[config.mk]
export PLATFORM = sky130hd
export DESIGN_NAME = grid_pitch_column_scanner_unit
export DESIGN_NICKNAME = d
export VERILOG_FILES = /design/src/design/gpcs_pkg.sv /design/src/design/gpcs_ctrl.sv /design/src/design/gpcs_datapath.sv /design/src/design/grid_pitch_column_scanner_unit.sv
export SDC_FILE = /design/constraint.sdc
export NUM_CORES = 1
export LEC_CHECK = 0
export ABC_AREA = 1
export BUFFER_PORTS_ARGS = -buffer_cell sky130_fd_sc_hd__buf_2
export CAP_MARGIN = 20
export CELL_PAD_IN_SITES_DETAIL_PLACEMENT = 0
export CELL_PAD_IN_SITES_GLOBAL_PLACEMENT = 2
export CORE_ASPECT_RATIO = 1.4
export CORE_MARGIN = 1
export CORE_UTILIZATION = 40
export CTS_CLUSTER_SIZE = 28
export DETAILED_ROUTE_END_ITERATION = 8
export GPL_TIMING_DRIVEN = 0
export PLACE_DENSITY_LB_ADDON = 0.1
export SLEW_MARGIN = 25
export SYNTH_ARGS = -nofsm -noshare
export SYNTH_HDL_FRONTEND = slang
export SYNTH_SLANG_ARGS = --single-unit
[constraint.sdc]
create_clock -name clk -period 12.96 [get_ports clk]
set_input_delay 1.296 -clock clk [delete_from_list [all_inputs] [get_ports clk]]
set_output_delay 1.296 -clock clk [all_outputs]
set_load 0.05 [all_outputs]
[src/design/gpcs_pkg.sv]
`timescale 1ns / 1ps
// ----------------------------------------------------------------------------
// gpcs_pkg
// Shared types, constants and helpers of the grid pitch column scanner.
// ----------------------------------------------------------------------------
package gpcs_pkg;

  // match window for a shade compare
  localparam int unsigned COLOR_THRESHOLD = 35;
  // junction limits
  localparam int unsigned MAX_JUNCTIONS   = 7;
  localparam int unsigned MIN_JUNCTIONS   = 4;
  // smallest half spacing
  localparam int unsigned MIN_OFFSET      = 5;
  // board is 8 cells on a side, applied as a shift
  localparam int unsigned BOARD_CELLS     = 8;
  localparam int unsigned BOARD_SHIFT     = $clog2(BOARD_CELLS);

  localparam int unsigned CNT_W     = 3;
  localparam int unsigned GAP_N     = MAX_JUNCTIONS - 1;
  localparam int unsigned GAP_IDX_W = $clog2(GAP_N);

  // input item
  typedef struct packed {
    logic [7:0]  pixel;
    logic [11:0] column;
    logic [11:0] row;
    logic        frame_end;
  } in_item_t;

  // result item
  typedef struct packed {
    logic             found;
    logic [11:0]      board_left;
    logic [11:0]      board_top;
    logic [11:0]      cell_size;
    logic [CNT_W-1:0] junctions_seen;
  } out_item_t;

  // configuration register indexes
  typedef enum logic [2:0] {
    REG_FIRST_X  = 3'd0,
    REG_FIRST_Y  = 3'd1,
    REG_SECOND_X = 3'd2,
    REG_SECOND_Y = 3'd3,
    REG_SHADE_A  = 3'd4,
    REG_SHADE_B  = 3'd5,
    REG_IMG_W    = 3'd6,
    REG_IMG_H    = 3'd7
  } cfg_reg_t;

  // controller states
  typedef enum logic [1:0] {
    ST_SCAN,
    ST_RANK,
    ST_PLACE
  } ctrl_state_t;

  // controller to datapath
  typedef struct packed {
    logic take_pixel;
    logic rank_step;
    logic load_out;
  } gpcs_cmd_t;

  // datapath to controller
  typedef struct packed {
    logic emit_req;
    logic enough;
    logic rank_hit;
  } gpcs_status_t;

  // true when two gray levels lie within the threshold
  function automatic logic near_shade(input logic [7:0] a, input logic [7:0] b);
    logic [7:0] d;
    d = (a > b) ? (a - b) : (b - a);
    return d < 8'(COLOR_THRESHOLD);
  endfunction

endpackage

[src/design/gpcs_ctrl.sv]
`timescale 1ns / 1ps
// ----------------------------------------------------------------------------
// gpcs_ctrl
// Sequencer: pixel scan, median ranking pass, result placement and handoff.
// ----------------------------------------------------------------------------
module gpcs_ctrl (
  input  logic                  clk,
  input  logic                  rst_n,
  input  logic                  in_valid,
  output logic                  in_ready,
  output logic                  out_valid,
  input  logic                  out_ready,
  input  gpcs_pkg::gpcs_status_t status,
  output gpcs_pkg::gpcs_cmd_t    cmd
);

  gpcs_pkg::ctrl_state_t state_r, state_nxt;
  logic out_valid_r, out_valid_nxt;

  // state and result valid registers
  always_ff @(posedge clk) begin
    if (!rst_n) begin
      state_r     <= gpcs_pkg::ST_SCAN;
      out_valid_r <= 1'b0;
    end else begin
      state_r     <= state_nxt;
      out_valid_r <= out_valid_nxt;
    end
  end

  // next state and commands
  always_comb begin
    state_nxt      = state_r;
    cmd.take_pixel = 1'b0;
    cmd.rank_step  = 1'b0;
    cmd.load_out   = 1'b0;
    in_ready       = 1'b0;
    case (state_r)
      gpcs_pkg::ST_SCAN: begin
        in_ready       = 1'b1;
        cmd.take_pixel = in_valid;
        if (in_valid && status.emit_req) begin
          state_nxt = status.enough ? gpcs_pkg::ST_RANK : gpcs_pkg::ST_PLACE;
        end
      end
      gpcs_pkg::ST_RANK: begin
        cmd.rank_step = 1'b1;
        if (status.rank_hit) begin
          state_nxt = gpcs_pkg::ST_PLACE;
        end
      end
      gpcs_pkg::ST_PLACE: begin
        if (!out_valid_r || out_ready) begin
          cmd.load_out = 1'b1;
          state_nxt    = gpcs_pkg::ST_SCAN;
        end
      end
      default: begin
        state_nxt = gpcs_pkg::ST_SCAN;
      end
    endcase
  end

  // result valid holds until the transfer
  always_comb begin
    if (cmd.load_out) begin
      out_valid_nxt = 1'b1;
    end else if (out_ready) begin
      out_valid_nxt = 1'b0;
    end else begin
      out_valid_nxt = out_valid_r;
    end
  end

  assign out_valid = out_valid_r;

endmodule

[src/design/gpcs_datapath.sv]
`timescale 1ns / 1ps
// ----------------------------------------------------------------------------
// gpcs_datapath
// Config registers, per-pixel junction detection, gap store, median rank
// unit and board placement with the result register.
// ----------------------------------------------------------------------------
module gpcs_datapath (
  input  logic                  clk,
  input  logic                  rst_n,
  input  logic                  cfg_valid,
  input  logic [2:0]            cfg_index,
  input  logic [12:0]           cfg_data,
  input  gpcs_pkg::in_item_t     in_data,
  input  gpcs_pkg::gpcs_cmd_t    cmd,
  output gpcs_pkg::gpcs_status_t status,
  output gpcs_pkg::out_item_t    out_data
);

  // configuration
  logic [11:0] first_x_r, first_y_r, second_x_r, second_y_r;
  logic [7:0]  shade_a_r, shade_b_r;
  logic [12:0] img_w_r, img_h_r;

  // per-frame scan state
  logic                          look_flip_r;
  logic [7:0]                    left_sample_r;
  logic [12:0]                   next_row_r;
  logic [gpcs_pkg::CNT_W-1:0]    count_r;
  logic                          frame_done_r;
  logic [11:0]                   row0_r;
  logic [11:0]                   last_row_r;
  logic [11:0]                   gaps_r [gpcs_pkg::GAP_N];

  // result computation
  logic [gpcs_pkg::CNT_W-1:0]     em_cnt_r;
  logic [gpcs_pkg::GAP_IDX_W-1:0] idx_r;
  logic [11:0]                    cell_r;
  gpcs_pkg::out_item_t            out_r;

  // geometry from the clicks
  logic [12:0] x_sum;
  logic [11:0] jx;
  logic [11:0] dx;
  logic [9:0]  off;
  logic [12:0] rx;
  logic        cols_ok;
  logic [11:0] lx;
  logic [11:0] min_y;
  logic [12:0] start_row;

  // per-pixel decision
  logic        active;
  logic        at_left, at_right;
  logic        flipped, normal, hit;
  logic [gpcs_pkg::CNT_W-1:0] cnt_after;
  logic        last_hit;

  // rank unit
  logic [11:0]                   cand;
  logic [gpcs_pkg::CNT_W-1:0]    ng;
  logic [gpcs_pkg::CNT_W-1:0]    rank;

  // placement
  logic [14:0]        w;
  logic               fit;
  logic signed [15:0] bx_raw, by_raw, lim_x, lim_y, bx_c, by_c;

  // configuration writes
  always_ff @(posedge clk) begin
    if (!rst_n) begin
      first_x_r  <= '0;
      first_y_r  <= '0;
      second_x_r <= '0;
      second_y_r <= '0;
      shade_a_r  <= '0;
      shade_b_r  <= '0;
      img_w_r    <= 13'd4096;
      img_h_r    <= 13'd4096;
    end else if (cfg_valid) begin
      case (gpcs_pkg::cfg_reg_t'(cfg_index))
        gpcs_pkg::REG_FIRST_X:  first_x_r  <= cfg_data[11:0];
        gpcs_pkg::REG_FIRST_Y:  first_y_r  <= cfg_data[11:0];
        gpcs_pkg::REG_SECOND_X: second_x_r <= cfg_data[11:0];
        gpcs_pkg::REG_SECOND_Y: second_y_r <= cfg_data[11:0];
        gpcs_pkg::REG_SHADE_A:  shade_a_r  <= cfg_data[7:0];
        gpcs_pkg::REG_SHADE_B:  shade_b_r  <= cfg_data[7:0];
        gpcs_pkg::REG_IMG_W:    img_w_r    <= cfg_data;
        gpcs_pkg::REG_IMG_H:    img_h_r    <= cfg_data;
        default: ;
      endcase
    end
  end

  // reference column, half spacing and scan window
  always_comb begin
    x_sum     = {1'b0, first_x_r} + {1'b0, second_x_r};
    jx        = x_sum[12:1];
    dx        = (second_x_r > first_x_r) ? (second_x_r - first_x_r)
                                         : (first_x_r - second_x_r);
    off       = (dx[11:2] < 10'(gpcs_pkg::MIN_OFFSET)) ? 10'(gpcs_pkg::MIN_OFFSET)
                                                      : dx[11:2];
    lx        = jx - {2'b0, off};
    rx        = {1'b0, jx} + {3'b0, off};
    cols_ok   = (jx >= {2'b0, off}) && (rx < img_w_r);
    min_y     = (first_y_r < second_y_r) ? first_y_r : second_y_r;
    start_row = (next_row_r > {1'b0, min_y}) ? next_row_r : {1'b0, min_y};
  end

  // junction test on the right sample
  always_comb begin
    active   = !frame_done_r && cols_ok;
    at_left  = active && (in_data.column == lx);
    at_right = active && !at_left && ({1'b0, in_data.column} == rx)
               && ({1'b0, in_data.row} >= start_row)
               && ({1'b0, in_data.row} < img_h_r);
    flipped  = gpcs_pkg::near_shade(left_sample_r, shade_b_r)
               && gpcs_pkg::near_shade(in_data.pixel, shade_a_r);
    normal   = gpcs_pkg::near_shade(left_sample_r, shade_a_r)
               && gpcs_pkg::near_shade(in_data.pixel, shade_b_r);
    hit      = at_right && (look_flip_r ? flipped : normal);
    cnt_after = hit ? (count_r + 1'b1) : count_r;
    last_hit = hit && (cnt_after == gpcs_pkg::CNT_W'(gpcs_pkg::MAX_JUNCTIONS));
  end

  assign status.emit_req = last_hit || (in_data.frame_end && !frame_done_r);
  assign status.enough   = (cnt_after >= gpcs_pkg::CNT_W'(gpcs_pkg::MIN_JUNCTIONS));

  // scan state update
  always_ff @(posedge clk) begin
    if (!rst_n) begin
      look_flip_r   <= 1'b1;
      left_sample_r <= '0;
      next_row_r    <= '0;
      count_r       <= '0;
      frame_done_r  <= 1'b0;
    end else if (cmd.take_pixel) begin
      if (at_left) begin
        left_sample_r <= in_data.pixel;
      end
      if (in_data.frame_end) begin
        look_flip_r  <= 1'b1;
        next_row_r   <= '0;
        count_r      <= '0;
        frame_done_r <= 1'b0;
      end else if (hit) begin
        look_flip_r  <= !look_flip_r;
        next_row_r   <= 13'({1'b0, in_data.row} + {2'b0, off, 1'b0} + 13'd1);
        count_r      <= cnt_after;
        frame_done_r <= last_hit;
      end
    end
  end

  // junction rows kept as first row plus gaps
  always_ff @(posedge clk) begin
    if (cmd.take_pixel && hit) begin
      last_row_r <= in_data.row;
      if (count_r == '0) begin
        row0_r <= in_data.row;
      end else begin
        gaps_r[gpcs_pkg::GAP_IDX_W'(count_r - 1'b1)] <= in_data.row - last_row_r;
      end
    end
  end

  // median by rank: candidate whose rank is half the gap count
  always_comb begin
    ng   = em_cnt_r - 1'b1;
    cand = gaps_r[idx_r];
    rank = '0;
    for (int j = 0; j < gpcs_pkg::GAP_N; j++) begin
      if ((gpcs_pkg::CNT_W'(j) < ng)
          && ((gaps_r[j] < cand)
              || ((gaps_r[j] == cand) && (gpcs_pkg::GAP_IDX_W'(j) < idx_r)))) begin
        rank = rank + 1'b1;
      end
    end
  end

  assign status.rank_hit = (rank == (ng >> 1));

  // snapshot at the emit and ranking sweep
  always_ff @(posedge clk) begin
    if (cmd.take_pixel && status.emit_req) begin
      em_cnt_r <= cnt_after;
      idx_r    <= '0;
    end else if (cmd.rank_step) begin
      idx_r <= idx_r + 1'b1;
      if (status.rank_hit) begin
        cell_r <= cand;
      end
    end
  end

  // board fit and corner clamp
  always_comb begin
    w      = {3'b0, cell_r} << gpcs_pkg::BOARD_SHIFT;
    fit    = (em_cnt_r >= gpcs_pkg::CNT_W'(gpcs_pkg::MIN_JUNCTIONS))
             && (w <= {2'b0, img_w_r}) && (w <= {2'b0, img_h_r});
    bx_raw = $signed({4'b0, jx}) - $signed({4'b0, cell_r});
    by_raw = $signed({4'b0, row0_r}) - $signed({4'b0, cell_r});
    lim_x  = $signed({3'b0, img_w_r}) - $signed({1'b0, w});
    lim_y  = $signed({3'b0, img_h_r}) - $signed({1'b0, w});
    bx_c   = (bx_raw > lim_x) ? lim_x : bx_raw;
    by_c   = (by_raw > lim_y) ? lim_y : by_raw;
    if (bx_c < 0) bx_c = '0;
    if (by_c < 0) by_c = '0;
  end

  // result register
  always_ff @(posedge clk) begin
    if (cmd.load_out) begin
      out_r.found          <= fit;
      out_r.board_left     <= fit ? bx_c[11:0] : 12'd0;
      out_r.board_top      <= fit ? by_c[11:0] : 12'd0;
      out_r.cell_size      <= fit ? cell_r : 12'd0;
      out_r.junctions_seen <= em_cnt_r;
    end
  end

  assign out_data = out_r;

endmodule

[src/design/grid_pitch_column_scanner_unit.sv]
`timescale 1ns / 1ps
// ----------------------------------------------------------------------------
// grid_pitch_column_scanner_unit
// Locates an 8x8 checkered board in a grayscale raster from two clicks and
// reports cell size and board corner once per frame.
// ----------------------------------------------------------------------------
//  channel | direction | handshake           | payload
//  --------+-----------+---------------------+------------------------------
//  in_     | input     | in_valid/in_ready   | in_data  (pixel, column, row,
//          |           |                     |           frame_end)
//  out_    | output    | out_valid/out_ready | out_data (found, corner, cell,
//          |           |                     |           junctions_seen)
//  cfg_    | input     | cfg_valid/cfg_ready | cfg_index, cfg_data
//
//  One pixel per cycle while scanning. A pixel that ends the search (frame
//  end or seventh junction) is followed by a ranking pass over the stored
//  gaps (skipped below four junctions) and a placement step, during which
//  in_ready is low. A pending result does not stop the scan; placement
//  waits only if the previous result has not been taken. Configuration is
//  accepted every cycle. Synchronous active-low reset, no clearing pass.
// ----------------------------------------------------------------------------
module grid_pitch_column_scanner_unit (
  input  logic                clk,
  input  logic                rst_n,
  input  logic                in_valid,
  output logic                in_ready,
  input  gpcs_pkg::in_item_t  in_data,
  output logic                out_valid,
  input  logic                out_ready,
  output gpcs_pkg::out_item_t out_data,
  input  logic                cfg_valid,
  output logic                cfg_ready,
  input  logic [2:0]          cfg_index,
  input  logic [12:0]         cfg_data
);

  gpcs_pkg::gpcs_cmd_t    cmd;
  gpcs_pkg::gpcs_status_t status;

  assign cfg_ready = 1'b1;

  // sequencer
  gpcs_ctrl u_ctrl (
    .clk       (clk),
    .rst_n     (rst_n),
    .in_valid  (in_valid),
    .in_ready  (in_ready),
    .out_valid (out_valid),
    .out_ready (out_ready),
    .status    (status),
    .cmd       (cmd)
  );

  // datapath
  gpcs_datapath u_dp (
    .clk       (clk),
    .rst_n     (rst_n),
    .cfg_valid (cfg_valid),
    .cfg_index (cfg_index),
    .cfg_data  (cfg_data),
    .in_data   (in_data),
    .cmd       (cmd),
    .status    (status),
    .out_data  (out_data)
  );

  // a located board always has enough junctions
  a_found_enough: assert property (@(posedge clk) disable iff (!rst_n)
    (out_valid && out_data.found)
      |-> (out_data.junctions_seen >= 3'(gpcs_pkg::MIN_JUNCTIONS)))
    else $error("found with too few junctions");

  // a failed search reports a zero corner and cell
  a_fail_zero: assert property (@(posedge clk) disable iff (!rst_n)
    (out_valid && !out_data.found)
      |-> (out_data.board_left == '0 && out_data.board_top == '0
           && out_data.cell_size == '0))
    else $error("failure result carries geometry");

  // junction gaps are at least twice the minimum half spacing plus one
  a_cell_min: assert property (@(posedge clk) disable iff (!rst_n)
    (out_valid && out_data.found)
      |-> (out_data.cell_size >= 12'(2 * gpcs_pkg::MIN_OFFSET + 1)))
    else $error("cell size below scan spacing");

  // no pixel is taken while a result is being computed
  a_stall_compute: assert property (@(posedge clk) disable iff (!rst_n)
    (in_valid && in_ready && status.emit_req) |=> !in_ready)
    else $error("input taken during result computation");

endmodule

==> results.py <==
metrics = {
    "outcome": {
        "status": "finished, final reports clean",
    },
    "worst_setup_path": {
        "worst-path-buf-inv": 5,
        "crit_type": "register to register",
        "r2r_slack_ns": 4.59,
        "crit_top_cell": "nand2_1",
        "end_kind": "register",
        "worstPathRequired_ns": 13.15,
        "max_stage_delay_ns": 0.82,
        "r2r-start": "u_dp.second_x_r[3]",
        "reg2regPathDepth": 39,
        "arrival_ns": 8.55,
        "worstSetupStartpointType": "register",
        "cp_slowest_cell": "nor2_1",
        "cp_top_family": "simple AND/OR/NAND/NOR gates",
        "worstReg2RegEnd": "u_dp.gaps_r[6][6]",
        "critPathMaxFanout": 13,
    },
    "logic_synthesis": {
        "ys_ff_latch": 300,
        "netlist_area_mm2": 0.0247,
        "ys_types": 66,
        "synth-seq-area-share_pct": 31.4,
        "async_flop_share_pct": 0,
        "ys_warn_count": 0,
        "synth_area_per_cell_um2": 7.70,
        "ys.flop_type": "edfxtp_1",
        "synth_edf_count": 175,
        "netlist_instances": 3211,
    },
    "clock_tree": {
        "cts_tree": "built",
        "post_cts_resized": 0,
        "clockRootBuffer": "clkbuf_16",
        "hold_buffers": 0,
        "cts_buffers": 36,
        "numClockSinks": 300,
        "htreeDepth": 2,
        "clk_path_buf_depth": 3,
        "clk_pin_slew_worst_paths_ns": 0.06,
        "cts_setup_buffers": 0,
        "clkLatencyLatePin_ns": 0.57,
    },
    "layout": {
        "seqCellArea_mm2": 0.00776,
        "final_area_mm2": 0.0275,
        "final_common_cell": "nand2_1",
        "final_cell_mix": "nand2_1, inv_1, ha_1",
        "nNetsFinal": 3769,
        "drive_gt1_share_pct": 8.51,
        "multi_input_area_mm2": 0.0149,
        "area_delta_synth_final_pct": 11.2,
        "n_fill_cell": 6096,
    },
    "timing": {
        "fin_crit_ns": 8.37,
        "finalSetupViolCount": 0,
        "slew-limit-headroom_pct": 27.0,
        "fin_skew_ns": 0.0165,
        "worstMarginPinSlew_ns": 1.09,
        "hold_viol": 0,
        "rsz0062_at_grt": "false",
        "maxSlewViolCount": 0,
        "fmax_mhz": 120,
        "post-route-period-util_pct": 64.6,
        "setup_tns_ns": 0,
    },
    "detailed_routing": {
        "ant_nets": 0,
        "first_pass_iters": 5,
        "drt_iter0_markers": 1099,
        "routedWlPerCell_um": 18.7,
        "wirelength_mm": 78.2,
        "routed_via_density": 5.13,
        "remaining_drc_errors": 0,
        "num_vias": 21503,
    },
    "worst_hold_path": {
        "min_delay_path_depth": 2,
        "min_to": "u_dp.next_row_r[0]",
        "hp-class": "register to register",
        "min-delay-start": "u_dp.next_row_r[0]",
    },
    "floorplan": {
        "start_util_pct": 40.6,
        "rows": 107,
        "die_h_um": 296,
        "io_pins": 97,
        "dieArea_mm2": 0.0628,
        "chipWidth_um": 212,
        "core-area_mm2": 0.0609,
    },
    "placement": {
        "gp_congestion": 0.893,
        "port_buffers": 94,
        "hpwl_mm": 63.8,
        "place_area_mm2": 0.0263,
    },
    "global_route": {
        "track_usage_pct": 24.9,
        "grt_max_degree": 30,
        "grt_overflow": 0,
        "antenna_found_initial": 6,
        "grt_pass1_vias": 20979,
        "grt_pass1_wl_mm": 118,
    },
    "power": {
        "p_leak_nw": 12.9,
        "powerDensity_mw_per_mm2": 161,
        "peakVddDrop_mv": 0.103,
    },
    "flow_run": {
        "drv_cap": 0,
    },
}
[power breakdown]
part / switching, W / total [W] / internal [W]
clock network: 0.000446 / 0.00106 / 0.000616
logic: 0.00149 / 0.00222 / 0.000730
registers: 0.0000362 / 0.00113 / 0.00110
total: 0.00197 / 0.00441 / 0.00244
[synthesized netlist by cell type, types with 9 or more instances]
cell type	n	area [um^2]
a211oi_1	13	97.6
a21oi_1	306	1530
a21oi_2	10	87.6
buf_2	16	80.1
clkbuf_1	55	206
dfxtp_1	125	2500
edfxtp_1	175	5260
fa_1	17	340
ha_1	353	4420
inv_1	446	1670
inv_2	22	82.6
nand2_1	598	2240
nand2_2	18	113
nand3_1	126	631
nand3b_1	9	67.6
nand4_1	38	238
nor2_1	299	1120
nor3_1	27	135
o211ai_1	18	135
o21ai_0	231	1160
o21ai_1	12	60.1
o21bai_1	21	158
o32ai_1	23	201
or2_2	14	87.6
xnor2_1	25	219
xor2_1	101	885
[worst max path at each step]
stage,startpoint,to,depth (start not counted)
finish,u_dp.second_x_r[3],u_dp.gaps_r[6][6],39
detailed placement,u_dp.second_x_r[3],u_dp.gaps_r[7][7],39
global route,u_dp.second_x_r[3],u_dp.gaps_r[6][7],39
floorplan,u_dp.second_x_r[3],u_dp.gaps_r[6][0],40
CTS,u_dp.second_x_r[3],u_dp.gaps_r[7][7],39
global placement,u_dp.second_x_r[5],u_dp.gaps_r[0][7],37
[layer usage]
layer / track usage (%) / up-vias / share of wire (%)
li1: - / 11023 / -
met1: 30.6 / 9945 / 44
met2: 44.7 / 426 / 49
met3: 2.44 / 107 / 3.7
met5: 0 / - / 0.014
met4: 9.01 / 2 / 3.5
[tightest hold or removal path, stage by stage (launching register included)]
cell	delay, ns
dfxtp_1	0.31
nand2_1	0.06
a21oi_1	0.05
[state kept, by name, summed over array words and instances (netlist names), 2 cells and up, named ones only]
name,cells
u_dp.count_r,3
u_dp.second_x_r,12
u_dp.em_cnt_r,3
u_ctrl.state_r,2
u_dp.next_row_r,13
u_dp.last_row_r,12
u_dp.shade_a_r,8
u_dp.cell_r,12
u_dp.first_x_r,12
u_dp.shade_b_r,8
u_dp.gaps_r,96
u_dp.left_sample_r,8
u_dp.idx_r,3
u_dp.row0_r,12
u_dp.first_y_r,12
u_dp.out_data,40
u_dp.img_h_r,13
u_dp.second_y_r,12
u_dp.img_w_r,13
[area by class of cell]
class	count	area share (%)
Multi-Input combinational cell	2361	54.1
Inverter	471	6.45
Clock inverter	20	0.902
Timing Repair Buffer	95	1.78
Clock buffer	45	3.51
Buffer	80	1.30
Antenna cell	1	0.00911
Tap cell	817	3.72
Sequential cell	300	28.2
[kinds of logic (layout without fill, tap and decap cells)]
logic type | Yosys count | in the layout | synth area share, %
buf+inv | 551 | 711 | 8.62
mux | 1 | 1 | 0.0405
other cells | 2 | 4 | 0.0304
compound gates | 681 | 681 | 15.4
flops | 300 | 300 | 31.4
xor+xnor | 127 | 127 | 4.53
simple gates | 1179 | 1179 | 20.7
fa+ha+maj | 370 | 370 | 19.2
[through the flow]
step | hold slack [ns] | util [%] | instances | power (W) | setup slack [ns]
floorplan | 0.426 | - | 3212 | 0.00276 | 6.50
detailed placement | 0.458 | 43.1 | 4124 | 0.00337 | 4.39
CTS | 0.473 | 45.1 | 4189 | 0.00445 | 4.36
global placement | 0.456 | 43.0 | 4123 | 0.00332 | 4.34
finish | 0.471 | 45.1 | 4190 | 0.00441 | 4.59
global route | 0.510 | 45.1 | 4189 | 0.00477 | 3.91
(Power assumes the default switching activity.)
